[src/sv/sca_pkg.sv]
// Shared types and constants of the set coprimality classifier.
`default_nettype none

package sca_pkg;

    // Verdict codes on the result channel
    localparam logic [1:0] VERDICT_PAIRWISE = 2'd0;
    localparam logic [1:0] VERDICT_SETWISE  = 2'd1;
    localparam logic [1:0] VERDICT_NONE     = 2'd2;

    // Seen-prime store organization: 32 flags per word plus a set tag
    localparam int WORD_BITS     = 32;
    localparam int WORD_SEL_BITS = 5;
    localparam int EPOCH_BITS    = 8;

    localparam logic [EPOCH_BITS-1:0] EPOCH_CLEAR = '0;
    localparam logic [EPOCH_BITS-1:0] EPOCH_FIRST = EPOCH_BITS'(1);
    localparam logic [EPOCH_BITS-1:0] EPOCH_LAST  = '1;

    typedef logic [1:0] t_verdict;

    typedef struct packed {
        logic [EPOCH_BITS-1:0] tag;
        logic [WORD_BITS-1:0]  flags;
    } t_seen_word;

    // Status of the seen-prime store toward the sequencer
    typedef struct packed {
        logic busy;   // clearing pass in progress
        logic done;   // read-modify-write finished this cycle
        logic hit;    // prime was already present (valid with done)
    } t_seen_stat;

    // Status of the shared divider
    typedef struct packed {
        logic busy;
        logic done;
    } t_div_stat;

endpackage

`default_nettype wire

[src/sv/sca_div.sv]
// Restoring divider, one quotient bit per cycle, shared by gcd and trial division.
`default_nettype none

module sca_div #(
    parameter int VALUE_BITS = 16
) (
    input  wire logic                  i_clk,
    input  wire logic                  i_rst_n,
    input  wire logic                  i_start,
    input  wire logic [VALUE_BITS-1:0] i_dividend,
    input  wire logic [VALUE_BITS-1:0] i_divisor,
    output sca_pkg::t_div_stat         o_stat,
    output logic      [VALUE_BITS-1:0] o_quo,
    output logic      [VALUE_BITS-1:0] o_rem
);
    import sca_pkg::*;

    localparam int CNT_BITS = $clog2(VALUE_BITS + 1);

    logic                  r_busy;
    logic                  r_done;
    logic [CNT_BITS-1:0]   r_cnt;
    logic [VALUE_BITS-1:0] r_div;
    logic [VALUE_BITS-1:0] r_quo;
    logic [VALUE_BITS-1:0] r_rem;

    logic [VALUE_BITS:0]   trial;
    logic                  take;
    logic [VALUE_BITS:0]   diff;

    // Shift in the next dividend bit and try the subtraction
    always_comb begin
        trial = {r_rem, r_quo[VALUE_BITS-1]};
        take  = (trial >= {1'b0, r_div});
        diff  = trial - {1'b0, r_div};
    end

    // Control: count quotient bits
    always_ff @(posedge i_clk) begin
        if (!i_rst_n) begin
            r_busy <= 1'b0;
            r_done <= 1'b0;
            r_cnt  <= '0;
        end else begin
            r_done <= 1'b0;
            if (i_start) begin
                r_busy <= 1'b1;
                r_cnt  <= CNT_BITS'(VALUE_BITS);
            end else if (r_busy) begin
                r_cnt <= r_cnt - CNT_BITS'(1);
                if (r_cnt == CNT_BITS'(1)) begin
                    r_busy <= 1'b0;
                    r_done <= 1'b1;
                end
            end
        end
    end

    // Datapath: remainder and quotient registers
    always_ff @(posedge i_clk) begin
        if (i_start) begin
            r_div <= i_divisor;
            r_quo <= i_dividend;
            r_rem <= '0;
        end else if (r_busy) begin
            r_quo <= {r_quo[VALUE_BITS-2:0], take};
            r_rem <= take ? diff[VALUE_BITS-1:0] : trial[VALUE_BITS-1:0];
        end
    end

    assign o_stat.busy = r_busy;
    assign o_stat.done = r_done;
    assign o_quo       = r_quo;
    assign o_rem       = r_rem;

    a_start_idle: assert property (@(posedge i_clk) disable iff (!i_rst_n)
        i_start |-> !r_busy)
        else $error("divider started while busy");

endmodule

`default_nettype wire

[config.mk]
export PLATFORM = sky130hd
export DESIGN_NAME = sca_div
export DESIGN_NICKNAME = d
export VERILOG_FILES = /design/src/sv/sca_pkg.sv /design/src/sv/sca_div.sv
export SDC_FILE = /design/constraint.sdc
export NUM_CORES = 1
export LEC_CHECK = 0
export BUFFER_PORTS_ARGS = -buffer_cell sky130_fd_sc_hd__buf_4
export CORE_MARGIN = 2
export CORE_UTILIZATION = 43
export DETAILED_ROUTE_END_ITERATION = 8
export MAX_ROUTING_LAYER = met4
export PLACE_DENSITY_LB_ADDON = 0.25
export SLEW_MARGIN = 10
export SYNTH_ARGS = -nofsm -noshare
export SYNTH_HDL_FRONTEND = slang
export SYNTH_SLANG_ARGS = --single-unit
[constraint.sdc]
create_clock -name i_clk -period 3.6 [get_ports i_clk]
set_clock_uncertainty 0.2 [all_clocks]
set_input_delay 0.36 -clock i_clk [delete_from_list [all_inputs] [get_ports i_clk]]
set_output_delay 0.36 -clock i_clk [all_outputs]
set_load 0.01 [all_outputs]
==> out/results.txt <==
dominant cells by area after synthesis: edfxtp_1 29%, dfxtp_1 14%, ha_1 6.9%
Leakage: 1.68 nW
Layout area overhead: 21.4%
reg-to-reg slack, setup: 750 ps
Post-synth ARST share: 0%
worst IR drop on VDD: 175 µV
Synth cell types: 58
Synth area leader: edfxtp_1
reg2reg path depth: 9
drt first pass iters: 4
sequential area share after synthesis: 43.4%
total power: 0.00148 W
worst setup path class: reg -> reg
share of post-route cells with drive strength above 1: 28.1%
syn nets: 380
Core Footprint: 0.00733 mm²
unrepaired setup endpoints after global routing: false
Tcrit/Tclk final: 79.1%
initial core utilization: 44.6%
Post-CTS Setup Repair Bufs: 0
first-pass GRT wire length: 12,200 µm
Final setup viols: 0
count leader, synth: edfxtp_1
worst r2r src: r_div[10]$_DFFE_PP_
max-cap viol count: 0
clk sinks: 55
synth cell count leaders: 32 x edfxtp_1, 29 x inv_1, 23 x dfxtp_1
wire length per cell: 15.0 µm
Worst-Margin Slew: 694 ps
Reg area: 0.00142 mm²
final setup TNS: 0 ps
initial drt markers: 158
maximum level of the CTS H-tree: 2
drt drc: 0
max-slew violations: 0
Worst R2R End: o_rem[7]$_SDFFE_PP0P_
Cell Area, Synth: 0.00327 mm²
CP Data Required Time: 3640 ps
gpl congestion: 0.884
Period minus WS final: 2850 ps
CTS Buf Count: 5
Peak Freq: 351 MHz
largest net degree at the start of global routing: 51
die footprint: 0.00833 mm²
outcome: finished, final reports clean
hold crit path type: in -> reg
CP Max Fanout: 14
total number of vias: 2,620
HPWL Detailed: 5420 µm
Synth Instances: 326
vias per cell: 5.34
area taken by multi-input logic gates: 0.00162 mm²
critical path capture point type: flop
Final ANT Viol Nets: 0
Worst Setup EP: o_rem[7]$_SDFFE_PP0P_
crit path launch type: flop
Avg Cell Area, Syn: 10.0 µm²
fin nets: 445
initial antenna violation count: 0
CTS root buf: clkbuf_8
die width: 91.2 µm
predominant post-synthesis flop cell: edfxtp_1
Final Hold Viols: 0
row cnt: 31
Port Buf Inserts: 68
Synth Warn #: 0
FILL cells: 638
Reg clk slew, reported paths: 110 ps
post-synth top area share: 29.4%
Yosys reg bits: 55
Clock Tree Buf Depth: 2
latest clock arrival within the worst-skew pair: 320 ps
Total GRT Usage: 18.5%
die height: 91.2 µm
n_diodes: 0
Worst Setup SP: r_div[10]$_DFFE_PP_
Slew Limit Headroom: 53.4%
I/O Pins: 69
vias in the first global route: 2,534
total gr overflow: 0
power density over cell area: 373 mW/mm²
Worst EP arrival: 2880 ps
EDFF count, synth: 32
clock tree from TritonCTS: built
final wirelength: 7360 µm
metal layers:
metal / wire, µm / part of all wire, % / up-vias / global-route usage [%]
met4: 69 / 0.94 / 0 / 5.30
met3: 246 / 3.3 / 6 / 3.15
met5: 0 / 0 / - / -
met2: 3450 / 47 / 50 / 29.1
met1: 3590 / 49 / 1235 / 24.7
li1: - / - / 1329 / -
final cells by class:
cell class                      instances  share of cell area [%]
Timing Repair Buffer                   78                    15.1
Inverter                               29                    2.74
Sequential cell                        55                    35.8
Clock buffer                            5                    1.73
Clock inverter                          3                   0.630
Multi-Input combinational cell        222                    40.9
Tap cell                               99                    3.12
per-stage QoR:
step | hold WS [ps] | area (µm²) | setup slack [ps] | utilization [%] | std cells
floorplan | 259 | 3270 | 978 | - | 326
finish | 8.64 | 3970 | 754 | 54.2 | 491
CTS | 2.80 | 3910 | 764 | 53.4 | 485
global placement | 281 | 3820 | 801 | 52.1 | 477
detailed placement | 304 | 3820 | 800 | 52.1 | 477
global route | 0.451 | 3970 | 592 | 54.2 | 491
repair_timing:
| action | in CTS | in global routing |
|---|---|---|
| endpoints found under the hold margin | 0 | 6 |
| hold buffers | 0 | 6 |
| resized for setup | 0 | 0 |
cells in the final DEF, fill, tap and decap left out, types with 3 or more instances in the layout:
| cell type | n |
|---|---|
| mux2_2 | 16 |
| a211oi_2 | 3 |
| a31oi_1 | 5 |
| a311oi_2 | 3 |
| a21oi_1 | 15 |
| and3_1 | 5 |
| clkbuf_8 | 5 |
| xnor2_1 | 5 |
| o21a_1 | 3 |
| xor2_1 | 5 |
| or3_1 | 5 |
| dlygate4sd3_1 | 6 |
| inv_1 | 29 |
| nand4_1 | 7 |
| nor3_1 | 10 |
| nor2b_1 | 4 |
| nor2_1 | 20 |
| a211oi_1 | 7 |
| edfxtp_1 | 32 |
| o21ai_0 | 11 |
| nand3_1 | 12 |
| nor4_1 | 3 |
| nand2_1 | 20 |
| a41oi_1 | 3 |
| nand2b_1 | 4 |
| buf_4 | 72 |
| dfxtp_1 | 23 |
| a21o_1 | 4 |
| ha_1 | 18 |
| a32oi_1 | 3 |
worst min-delay path by stage:
stage	cells after the start	endpoint	start
6_report	1	r_div[15]$_DFFE_PP_	i_divisor[15]
5_1_grt	1	r_div[1]$_DFFE_PP_	i_divisor[1]
4_1_cts	1	r_div[4]$_DFFE_PP_	i_divisor[4]
3_5_place_dp	2	o_rem[13]$_SDFFE_PP0P_	o_rem[13]$_SDFFE_PP0P_
3_3_place_gp	2	r_cnt[1]$_SDFFE_PP0P_	r_cnt[1]$_SDFFE_PP0P_
2_1_floorplan	0	r_div[0]$_DFFE_PP_	i_divisor[0]
worst max-delay path, stage by stage, from the launching register on:
cell	delay (ps)
edfxtp_1	340
inv_1	50
ha_1	430
nand4_1	200
nor4_1	420
or3_4	210
o31ai_2	60
buf_4	200
or3b_1	400
a311oi_2	250
report_power, final:
part	total [W]	switching [W]	internal, W	leakage, nW
Combinational	0.000367	0.000195	0.000172	1.13
Sequential	0.000749	0.0000298	0.000719	0.506
Clock	0.000367	0.000224	0.000142	0.0452
Total	0.00148	0.000449	0.00103	1.68
flip-flops by register name (all words and copies together), names as in the netlist:
signal,count
r_busy,1
o_rem,16
r_div,16
o_quo,16
r_cnt,5
r_done,1
cells by family after synthesis:
logic type | count (synthesis) | share of synthesized area, %
compound gates | 72 | 16.3
xor+xnor | 10 | 2.68
fa+ha+maj | 19 | 7.49
buf+inv | 49 | 6.96
flops | 55 | 43.4
mux | 19 | 6.73
simple gates | 102 | 16.4
No activity file was read; power rests on OpenSTA's default activity.
